## config.mk

```make
export PLATFORM = sky130hd
export DESIGN_NAME = lru_page_replacement
export DESIGN_NICKNAME = d
export VERILOG_FILES = /design/src/rtl/core/lpr_pkg.sv /design/src/rtl/core/lru_page_replacement.sv /design/src/rtl/core/lpr_cell.sv
export SDC_FILE = /design/constraint.sdc
export NUM_CORES = 1
export LEC_CHECK = 0
export ABC_AREA = 1
export BUFFER_PORTS_ARGS = -buffer_cell sky130_fd_sc_hd__buf_2
export CORE_ASPECT_RATIO = 1.4
export CORE_UTILIZATION = 40
export CTS_CLUSTER_DIAMETER = 150
export DETAILED_ROUTE_END_ITERATION = 12
export SYNTH_ARGS = -nofsm -noshare
export SYNTH_HDL_FRONTEND = slang
export SYNTH_HIERARCHICAL = 1
export SYNTH_SLANG_ARGS = --single-unit
```

## constraint.sdc

```tcl
create_clock -name clock -period 4.6 [get_ports clock]
set_input_delay 0.23 -clock clock [delete_from_list [all_inputs] [get_ports clock]]
set_output_delay 0.23 -clock clock [all_outputs]
set_load 0.01 [all_outputs]
```

## src/rtl/core/lpr_pkg.sv

```systemverilog
// ---------------------------------------------------------------------------
// LRU page replacement - shared definitions
// Sizes, the scan word carried along the frame cell chain and the update word broadcast to the cells.
// ---------------------------------------------------------------------------
package lpr_pkg;

   localparam int MAX_FRAMES = 8;
   localparam int PAGE_BITS  = 8;
   localparam int IDX_W      = $clog2(MAX_FRAMES);
   localparam int CNT_W      = $clog2(MAX_FRAMES + 1);
   localparam int CFG_W      = 4;
   localparam int MISS_W     = 16;

   // lookup word that walks down the chain, one cell per cycle
   typedef struct packed {
      logic                 active;
      logic [PAGE_BITS-1:0] page;
      logic                 hit;
      logic [IDX_W-1:0]     hit_idx;
      logic [IDX_W-1:0]     hit_rank;
      logic [IDX_W-1:0]     best_idx;
      logic [IDX_W-1:0]     best_rank;
      logic [PAGE_BITS-1:0] best_page;
   } scan_type;

   // broadcast to every cell when a reference is committed
   typedef struct packed {
      logic                 en;
      logic [IDX_W-1:0]     frame;
      logic                 write;
      logic                 age_all;
      logic [PAGE_BITS-1:0] page;
      logic [IDX_W-1:0]     old_rank;
   } upd_type;

endpackage

```

## src/rtl/core/lru_page_replacement.sv

```systemverilog
// ---------------------------------------------------------------------------
// LRU page replacement unit
// Frame lookup over a chain of frame cells, then a commit that
// fills, refreshes or replaces a frame and reports the outcome.
// ---------------------------------------------------------------------------
//  channel | direction | handshake           | payload
//  req     | in        | req_valid/req_stall | req_page
//  rsp     | out       | rsp_valid/rsp_stall | hit, frame_index, evicted_*, miss_count
//  csr     | in        | csr_valid/csr_ready | csr_data (frame count)
//
// A word passes the chain head register, then one frame cell per cycle, then the
// capture register and the commit, whose outcome is registered as the result. One
// word is in work at a time. Synchronous reset empties all frames, clears the miss
// count and sets the frame count to 4. A stalled result holds the commit; a new
// word is taken while the last result still waits.
module lru_page_replacement import lpr_pkg::*; (
   input  logic                 clock,
   input  logic                 reset,
   input  logic                 req_valid,
   output logic                 req_stall,
   input  logic [PAGE_BITS-1:0] req_page,
   output logic                 rsp_valid,
   input  logic                 rsp_stall,
   output logic                 rsp_hit,
   output logic [IDX_W-1:0]     rsp_frame_index,
   output logic                 rsp_evicted_valid,
   output logic [PAGE_BITS-1:0] rsp_evicted_page,
   output logic [MISS_W-1:0]    rsp_miss_count,
   input  logic                 csr_valid,
   output logic                 csr_ready,
   input  logic [CFG_W-1:0]     csr_data
);

   localparam logic [1:0] ST_IDLE   = 2'd0;
   localparam logic [1:0] ST_SCAN   = 2'd1;
   localparam logic [1:0] ST_DECIDE = 2'd2;

   logic [1:0]           state_ff, state_in;
   logic [CFG_W-1:0]     cfg_ff;
   logic [CNT_W-1:0]     active_n;
   logic [CNT_W-1:0]     filled_ff;
   logic [MISS_W-1:0]    fault_ff, fault_in;
   scan_type             head_ff, head_in, dec_ff;
   scan_type             link [MAX_FRAMES+1];
   upd_type              upd;
   logic                 out_free, commit, fill, evict;
   logic [IDX_W-1:0]     frame_sel;

   logic                 rsp_valid_ff, rsp_hit_ff, rsp_ev_valid_ff;
   logic [IDX_W-1:0]     rsp_frame_ff;
   logic [PAGE_BITS-1:0] rsp_ev_page_ff;
   logic [MISS_W-1:0]    rsp_miss_ff;

   assign csr_ready = 1'b1;

   always_ff @(posedge clock) begin
      if (reset) begin
         cfg_ff <= CFG_W'(4);
      end else if (csr_valid && csr_ready) begin
         cfg_ff <= csr_data;
      end
   end

   always_comb begin
      if (cfg_ff == '0) begin
         active_n = CNT_W'(1);
      end else if (32'(cfg_ff) > MAX_FRAMES) begin
         active_n = CNT_W'(MAX_FRAMES);
      end else begin
         active_n = CNT_W'(cfg_ff);
      end
   end

   assign req_stall = (state_ff != ST_IDLE);

   always_comb begin
      head_in        = '0;
      head_in.active = req_valid && !req_stall;
      head_in.page   = req_page;
   end

   always_ff @(posedge clock) begin
      if (reset) begin
         head_ff <= '0;
      end else begin
         head_ff <= head_in;
      end
   end

   assign link[0] = head_ff;

   for (genvar i = 0; i < MAX_FRAMES; i++) begin : g_cell
      lpr_cell u_cell (
         .clock    (clock),
         .reset    (reset),
         .cell_idx (IDX_W'(i)),
         .active_n (active_n),
         .scan_in  (link[i]),
         .scan_out (link[i+1]),
         .upd      (upd)
      );
   end

   always_ff @(posedge clock) begin
      if (link[MAX_FRAMES].active) begin
         dec_ff <= link[MAX_FRAMES];
      end
   end

   assign out_free = !rsp_valid_ff || !rsp_stall;
   assign commit   = (state_ff == ST_DECIDE) && out_free;
   assign fill     = !dec_ff.hit && (filled_ff < active_n);
   assign evict    = !dec_ff.hit && !fill;

   always_comb begin
      if (dec_ff.hit) begin
         frame_sel = dec_ff.hit_idx;
      end else if (fill) begin
         frame_sel = filled_ff[IDX_W-1:0];
      end else begin
         frame_sel = dec_ff.best_idx;
      end
   end

   always_comb begin
      upd.en       = commit;
      upd.frame    = frame_sel;
      upd.write    = !dec_ff.hit;
      upd.age_all  = fill;
      upd.page     = dec_ff.page;
      upd.old_rank = dec_ff.hit ? dec_ff.hit_rank : dec_ff.best_rank;
   end

   assign fault_in = (!dec_ff.hit && fault_ff != '1) ? fault_ff + 1'b1 : fault_ff;

   always_comb begin
      state_in = state_ff;
      case (state_ff)
         ST_IDLE:   if (req_valid) state_in = ST_SCAN;
         ST_SCAN:   if (link[MAX_FRAMES].active) state_in = ST_DECIDE;
         ST_DECIDE: if (out_free) state_in = ST_IDLE;
         default:   state_in = ST_IDLE;
      endcase
   end

   always_ff @(posedge clock) begin
      if (reset) begin
         state_ff  <= ST_IDLE;
         filled_ff <= '0;
         fault_ff  <= '0;
      end else begin
         state_ff <= state_in;
         if (commit) begin
            fault_ff <= fault_in;
            if (fill) begin
               filled_ff <= filled_ff + 1'b1;
            end
         end
      end
   end

   always_ff @(posedge clock) begin
      if (reset) begin
         rsp_valid_ff <= 1'b0;
      end else if (commit) begin
         rsp_valid_ff <= 1'b1;
      end else if (!rsp_stall) begin
         rsp_valid_ff <= 1'b0;
      end
   end

   always_ff @(posedge clock) begin
      if (commit) begin
         rsp_hit_ff      <= dec_ff.hit;
         rsp_frame_ff    <= frame_sel;
         rsp_ev_valid_ff <= evict;
         rsp_ev_page_ff  <= evict ? dec_ff.best_page : '0;
         rsp_miss_ff     <= fault_in;
      end
   end

   assign rsp_valid         = rsp_valid_ff;
   assign rsp_hit           = rsp_hit_ff;
   assign rsp_frame_index   = rsp_frame_ff;
   assign rsp_evicted_valid = rsp_ev_valid_ff;
   assign rsp_evicted_page  = rsp_ev_page_ff;
   assign rsp_miss_count    = rsp_miss_ff;

   // a lookup word only enters the chain from idle
   a_head_from_idle: assert property (@(posedge clock) disable iff (reset)
      head_ff.active |-> $past(state_ff == ST_IDLE))
      else $error("lookup word entered chain outside idle");

   // the chain tail only fires while a lookup is outstanding
   a_tail_in_scan: assert property (@(posedge clock) disable iff (reset)
      link[MAX_FRAMES].active |-> state_ff == ST_SCAN)
      else $error("chain tail active outside scan");

   // a new result appears only out of a commit
   a_rsp_from_commit: assert property (@(posedge clock) disable iff (reset)
      $rose(rsp_valid_ff) |-> $past(state_ff == ST_DECIDE))
      else $error("result raised without commit");

   a_filled_bound: assert property (@(posedge clock) disable iff (reset)
      32'(filled_ff) <= MAX_FRAMES)
      else $error("filled frame count out of range");

   // a fill always targets the next free frame and grows the count by one
   a_fill_step: assert property (@(posedge clock) disable iff (reset)
      commit && fill |=> filled_ff == $past(filled_ff) + 1'b1)
      else $error("fill did not advance filled count");

endmodule

```

## src/rtl/core/lpr_cell.sv

```systemverilog
// ---------------------------------------------------------------------------
// LRU page replacement - frame cell
// Holds one frame's page, valid bit and recency rank; folds its frame into
// the passing lookup word and registers it for the next cell.
// ---------------------------------------------------------------------------
module lpr_cell import lpr_pkg::*; (
   input  logic             clock,
   input  logic             reset,
   input  logic [IDX_W-1:0] cell_idx,
   input  logic [CNT_W-1:0] active_n,
   input  scan_type         scan_in,
   output scan_type         scan_out,
   input  upd_type          upd
);

   logic [PAGE_BITS-1:0] page_ff;
   logic                 valid_ff;
   logic [IDX_W-1:0]     rank_ff;
   scan_type             scan_ff, scan_in_w;
   logic                 in_use, match;

   assign in_use = CNT_W'(cell_idx) < active_n;
   assign match  = valid_ff && in_use && (page_ff == scan_in.page);

   always_comb begin
      scan_in_w = scan_in;
      if (!scan_in.hit && match) begin
         scan_in_w.hit      = 1'b1;
         scan_in_w.hit_idx  = cell_idx;
         scan_in_w.hit_rank = rank_ff;
      end
      // frame 0 is always in use and seeds the oldest search
      if (in_use && (cell_idx == '0 || rank_ff > scan_in.best_rank)) begin
         scan_in_w.best_idx  = cell_idx;
         scan_in_w.best_rank = rank_ff;
         scan_in_w.best_page = page_ff;
      end
   end

   always_ff @(posedge clock) begin
      if (reset) begin
         scan_ff <= '0;
      end else begin
         scan_ff <= scan_in_w;
      end
   end

   assign scan_out = scan_ff;

   always_ff @(posedge clock) begin
      if (reset) begin
         valid_ff <= 1'b0;
         rank_ff  <= '0;
      end else if (upd.en) begin
         if (upd.frame == cell_idx) begin
            rank_ff <= '0;
            if (upd.write) begin
               valid_ff <= 1'b1;
            end
         end else if (valid_ff && (upd.age_all || rank_ff < upd.old_rank)) begin
            rank_ff <= rank_ff + 1'b1;
         end
      end
   end

   always_ff @(posedge clock) begin
      if (upd.en && upd.write && upd.frame == cell_idx) begin
         page_ff <= upd.page;
      end
   end

endmodule
```

# Word level (Yosys, flattened, before mapping)
# Cells that the tools add are included.
[totals]
regBits = 448
latchBits = 0
mem_bits_rw = 0
rom_bits = 0
in_bits = 17
output_inout_bits = 32
wordCells = 345
mem_count = 0
[classes]
addsub = 10
mul = 0
n_div = 0
n_lt_le_gt_ge = 25
n_eq_ne = 22
shift = 0
muxes = 44
bitwise_logic = 1
reduce_logical = 119
[op_table]
columns = ["cell", "count"]
rows = [
  ["$eq A8 B8 Y1", 8],
  ["$mux W3", 19],
  ["$mux W14", 4],
  ["$mux W7", 8],
  ["$logic_and A1 B1 Y1", 53],
  ["$reduce_or A2 Y1", 14],
  ["$reduce_and A3 Y1", 9],
  ["$mux W13", 2],
  ["$add A3 B1 Y3 const B", 8],
  ["$lt A3 B3 Y1", 8],
  ["$gt A3 B3 Y1", 7],
  ["$reduce_and A2 Y1", 9],
  ["$reduce_bool A2 Y1", 9],
  ["$add A16 B1 Y16 const B", 1],
  ["$lt A3 B4 Y1 const A", 4],
  ["$mux W16", 1],
  ["$ne A16 B16 Y1 const B", 1],
  ["$logic_not A1 Y1", 13],
  ["$eq A3 B3 Y1 const B", 4],
  ["$mux W12", 1],
  ["$mux W11", 1],
  ["$logic_or A1 B1 Y1", 9],
  ["$lt A1 B4 Y1 const A", 2],
  ["$lt A2 B4 Y1 const A", 2],
  ["17 further kinds", 24],
]

# Logic depth before layout (Yosys ltp)
[logic_depth]
word_depth = 10
depth_mapped = 18
mapped_depth_nobuf = 18

# By module
# The synthesis kept the hierarchy.
[modules_own_cells]
columns = ["module", "instances", "cells_per_inst", "area_per_inst_um2", "seq_area_each_um2"]
rows = [
  ["lpr_cell", 8, 253, 1929.4, 920.9],
  ["lru_page_replacement", 1, 421, 4060.1, 2462.4],
]

# Least setup slack after synthesis
# No wires, ideal clock.
[synth_timing]
path_type = "reg2reg"
start = "register cfg_ff[1]"
end = "register g_cell[1].u_cell.page_ff[0] (enable)"
arrival_time_ns = 2.886
t_required_ns = 4.276
slack_ns = 1.390
stages_incl_launch_ff = 16
period_less_slack_ns = 3.210
cell_sequence = "dfxtp_1 -> inv_1 -> nor2_1 -> inv_1 -> ha_1 -> nand2_1 -> nand2_1 -> nand2_1 -> nand2_1 -> nor2_1 -> nand2_1 -> nand3_1 -> xnor2_1 -> nand4_1 -> or2_2 -> inv_1"
[synth_via]
elab_chain_len = 9
elab_cells_between_ends = 10
classes_between = "2 x order compare; 1 x eq/ne; 4 x mux; 3 x reduce/logical"
[synth_lines]
columns = ["item", "line_no", "text"]
rows = [
  ["start: declaration", "lru_page_replacement.sv:39", "logic [CFG_W-1:0] cfg_ff;"],
  ["start signal: assignment", "lru_page_replacement.sv:60", "cfg_ff <= csr_data;"],
  ["$gt A4 B4 Y1", "lru_page_replacement.sv:67", "end else if (32'(cfg_ff) > MAX_FRAMES) begin"],
  ["$mux W4", "lru_page_replacement.sv:67", ""],
  ["$mux W4 *", "lru_page_replacement.sv:65", "if (cfg_ff == '0) begin"],
  ["via active_n[1]", "lru_page_replacement.sv:40", "logic [CNT_W-1:0] active_n;"],
  ["$lt A4 B4 Y1 *", "lru_page_replacement.sv:112", "assign fill = !dec_ff.hit && (filled_ff < active_n);"],
  ["$logic_and A1 B1 Y1 *", "lru_page_replacement.sv:112", ""],
  ["via fill", "lru_page_replacement.sv:46", "logic out_free, commit, fill, evict;"],
  ["$mux W3 *", "lru_page_replacement.sv:118", "end else if (fill) begin"],
  ["$mux W3 *", "lru_page_replacement.sv:116", "if (dec_ff.hit) begin"],
  ["via frame_sel[0]", "lru_page_replacement.sv:47", "logic [IDX_W-1:0] frame_sel;"],
  ["$eq A3 B1 Y1 *", "lpr_cell.sv:67", "if (upd.en && upd.write && upd.frame == cell_idx) begin"],
  ["$logic_and A1 B1 Y1 *", "lpr_cell.sv:67", ""],
  ["end signal: assignment", "lpr_cell.sv:68", "page_ff <= upd.page;"],
  ["end: declaration", "lpr_cell.sv:16", "logic [PAGE_BITS-1:0] page_ff;"],
]
# The timed path passes the listed nets; every way through them passes the cells marked *.
# A chain may end at the register's enable or synchronous reset.

# Worst setup path in the final report
[layout_timing]
start = "register cfg_ff[3]"
end = "register g_cell[0].u_cell.page_ff[4] (enable)"
[layout_via]
elab_chain_len = 9
elab_cells_between_ends = 10
classes_between = "2 x order compare; 4 x mux; 4 x reduce/logical"
[layout_lines]
columns = ["item", "line_no"]
rows = [
  ["$gt A4 B4 Y1", "lru_page_replacement.sv:67"],
  ["$mux W4", "lru_page_replacement.sv:67"],
  ["$mux W4 *", "lru_page_replacement.sv:65"],
  ["via active_n[1]", "lru_page_replacement.sv:40"],
  ["$lt A4 B4 Y1 *", "lru_page_replacement.sv:112"],
  ["$logic_and A1 B1 Y1 *", "lru_page_replacement.sv:112"],
  ["via fill", "lru_page_replacement.sv:46"],
  ["$mux W3 *", "lru_page_replacement.sv:118"],
  ["$mux W3 *", "lru_page_replacement.sv:116"],
  ["via frame_sel[0]", "lru_page_replacement.sv:47"],
  ["$logic_not A3 Y1 *", "lpr_cell.sv:67"],
  ["$logic_and A1 B1 Y1 *", "lpr_cell.sv:67"],
  ["end signal: assignment", "lpr_cell.sv:68"],
  ["end: declaration", "lpr_cell.sv:16"],
]
# Marks and branches as above.

==> summary.md <==
| Metric | Value |
|---|---|
| WL/cell | 12.9 um |
| Unrepaired setup endpoints after global routing | false |
| Postcts setup bufs | 0 |
| Core area | 48000 um^2 |
| DIE HEIGHT | 263 um |
| Worst vdd ir | 0.314 mV |
| Combinational share of power | 6.8% |
| Post-route clock skew | 0.0244 ns |
| Critical Path Start Type | register |
| Non-filler cells, final | 3305 |
| Largest family of logic cells by synthesized area | simple AND/OR/NAND/NOR gates |
| Crit-path max FO | 19 |
| Post-layout instance area | 22400 um^2 |
| Start point of the worst hold path | csr_valid |
| Area contributors post-synth | dfxtp_1 (32%), edfxtp_1 (19%), nand2_1 (11%) |
| Post-Syn Instances | 2445 |
| Clock latency on the worst-skew pair | 0.57 ns |
| Max-slew headroom | 42.3% |
| Setup TNS | 0 ns |
| Synth top area share | 31.6% |
| TritonRoute pass-1 iters | 5 |
| Share of layout cells above drive strength 1 | 6.92% |
| Global Route Usage Sum | 17.3% |
| Critical path class | reg2reg |
| Mux contribution to synthesized area | 0% |
| PD cells | 367 nW/um^2 |
| Fmax | 0.243 GHz |
| Max cap viols | 0 |
| Initial antenna violation count | 0 |
| Final hold vios | 0 |
| First-pass GRT wire length | 69.8 mm |
| Status | finished clean |
| Reg2Reg Depth | 15 |
| N_diodes | 0 |
| Post-route ant nets | 0 |
| Area fraction in compound gates after synthesis | 7.54% |
| Placed insts | 3206 |
| Avg Cell Area, Syn | 7.97 um^2 |
| Area growth from synthesis to layout | 14.9% |
| Minimum clock period | 4.12 ns |
| Sink Count | 430 |
| Total length of routed wires | 42.6 mm |
| Clk pin slew, worst setup/hold paths | 0.06 ns |
| Critical path arrival | 4.36 ns |
| Post-Synth XOR/XNOR Area | 2.07% |
| Initial core utilization | 40.6% |
| Switching portion of total power | 23.1% |
| Switching power total | 1.90 mW |
| # setup viols final | 0 |
| Post-synth top flop | dfxtp_1 |
| Number of CTS-inserted buffers | 45 |
| Count leader, synth | nand2_1 |
| Ys async rst share | 0% |
| CP Capture Type | register |
| Number of buffers added on ports | 47 |
| RR Startpoint | cfg_ff[3] |
| Post_cts resized | 0 |
| R2R Path End | g_cell[0].u_cell/page_ff[4] |
| Gr ovfl total | 0 |
| Largest net degree at the start of global routing | 98 |
| DR vias/cell | 4.55 |
| Clock Tree Buf Depth | 3 |
| Synthesized area | 19500 um^2 |
| Final Cycle Share | 89.6% |
| Die ar. | 49600 um^2 |
| Gp weighted congestion | 0.852 |
| Cell variety after synth | 35 |
| Row count | 95 |
| Top cell type by total area after synthesis | dfxtp_1 |
| Worst-Margin Slew | 0.865 ns |
| Post-Synth Adder-Cell Area | 4.43% |
| HPWL Detailed | 31.0 mm |
| Yosys warns | 6 |
| Hold EP | cfg_ff[3] |
| Vias in the first global route | 14500 |
| Synth cell count leaders | nand2_1 (573), inv_1 (447), dfxtp_1 (308), nor2_1 (253), a21oi_1 (199) |
| Internal Dissipation | 6.32 mW |
| I/O pin total | 49 |
| FF+latch count, synth | 430 |
| Root buf cell | clkbuf_16 |
| Post-Synth Simple-Gate Area | 24.5% |
| Clock Power Share | 44.7% |
| DRC | 0 |
| Detailed Route Iter0 Violations | 755 |
| Leak | 9.93 nW |
| Die width | 189 um |
| Worst Hold Class | in2reg |
| Critical Path RT | 4.84 ns |
| CTS tree | done |
| EDFF count, synth | 122 |
| Placed cell areas | 20700 um^2 |
| Cts hold-fix bufs | 17 |
| Vias | 15000 |
| Nets | 2726 |
| Max-slew violation count | 0 |
| FF-to-FF setup slack | 0.48 ns |
| Flop pwr share | 48.4% |
| Seq/Total Area, Yosys | 50.4% |
| Hold depth | 3 |
| H-tree Lvls | 2 |
[cell usage in the layout, fill, tap and decap left out, types with 13 or more instances in the layout]
master,netlist,final
xor2_1,14,14
buf_2,16,46
xnor2_1,32,32
conb_1,2,137
nand4_1,67,67
clkbuf_1,27,13
clkbuf_16,0,46
nand2_1,573,573
dfxtp_1,308,308
buf_4,9,16
edfxtp_1,122,122
o21ai_0,30,30
nand2_2,13,13
inv_1,447,446
nand3_1,188,188
dlygate4sd3_1,0,17
ha_1,69,69
nor2_1,253,253
a21oi_1,199,199
[critical path, cell delays in order, from the launching register on]
cell and delay (ns):
dfxtp_1 0.48, nor2_1 0.57, inv_1 0.10, ha_1 0.29, nand2_1 0.05, nand2_1 0.05, nand2_1 0.08, nand2_1 0.10
nor2_1 0.07, buf_4 0.19, nand2_1 0.06, nand3_1 0.48, xnor2_1 0.41, nand4_1 0.21, or2_2 0.36, inv_1 0.28
[per-layer routing]
layer | vias up | global-route usage, % | routed length [um]
li1 | 7929 | - | -
met1 | 6715 | 19.6 | 17600
met2 | 277 | 31.5 | 21600
met3 | 114 | 2.32 | 1390
met4 | 0 | 8.96 | 2040
met5 | - | 0 | 0
[through the flow]
step                setup slack [ns]  total power, mW  util (%)  hold slack, ns
global placement               0.577             4.60      43.1           0.386
finish                         0.476             8.22      46.7          0.0307
global route                  0.0782             8.55      46.7          0.0608
CTS                            0.390             8.31      46.7          0.0179
floorplan                       1.39             4.51         -           0.337
detailed placement             0.378             4.61      43.1           0.389
[power groups by stage]
stage	clock, mW	sequential, mW	combinational (mW)
after floorplan	0	4.06	0.451
after global placement	0	4.06	0.532
after detailed placement	0	4.06	0.545
after CTS	3.77	3.98	0.558
after global routing	3.92	3.99	0.638
final	3.68	3.98	0.562
[flip-flops by register name, summed over array words and instances, names as in the netlist]
name and cells:
cfg_ff 4, dec_ff 29, fault_ff 16, filled_ff 4
g_cell.u_cell/page_ff 64, g_cell.u_cell/rank_ff 24, g_cell.u_cell/scan_out 240, g_cell.u_cell/valid_ff 8
head_ff 9, rsp_evicted_page 8, rsp_evicted_valid 1, rsp_frame_index 3
rsp_hit 1, rsp_miss_count 16, rsp_valid 1, state_ff 2
[how the worst max path moves through the flow]
stage                                       end  cells past startpoint  slack [ns]      start
floorplan           g_cell[1].u_cell/page_ff[0]                     15        1.39  cfg_ff[1]
global placement    g_cell[0].u_cell/page_ff[4]                     15        0.58  cfg_ff[3]
detailed placement  g_cell[0].u_cell/page_ff[0]                     15        0.38  cfg_ff[3]
CTS                 g_cell[0].u_cell/page_ff[1]                     15        0.39  cfg_ff[3]
global route        g_cell[0].u_cell/page_ff[4]                     15        0.08  cfg_ff[3]
finish              g_cell[0].u_cell/page_ff[4]                     15        0.48  cfg_ff[3]
[cells by family (layout without fill, tap and decap cells)]
family / after synthesis / count (layout)
xor gates and xnor gates: 46 / 46
other: 2 / 137
DFF: 430 / 430
and+or+nand+nor: 1126 / 1126
buffers and inverters: 524 / 619
adders and majority gates: 69 / 69
AOI/OAI and AO/OA: 248 / 248
[area by class of cell]
class | count | area (um^2)
tap | 630 | 788
fill | 4716 | 25600
timing repair buffer | 80 | 532
multi-input combinational | 1626 | 8020
inverter | 457 | 1720
clock inverter | 19 | 263
sequential | 430 | 9830
clock buffer | 63 | 1250
(Power assumes the default switching activity.)
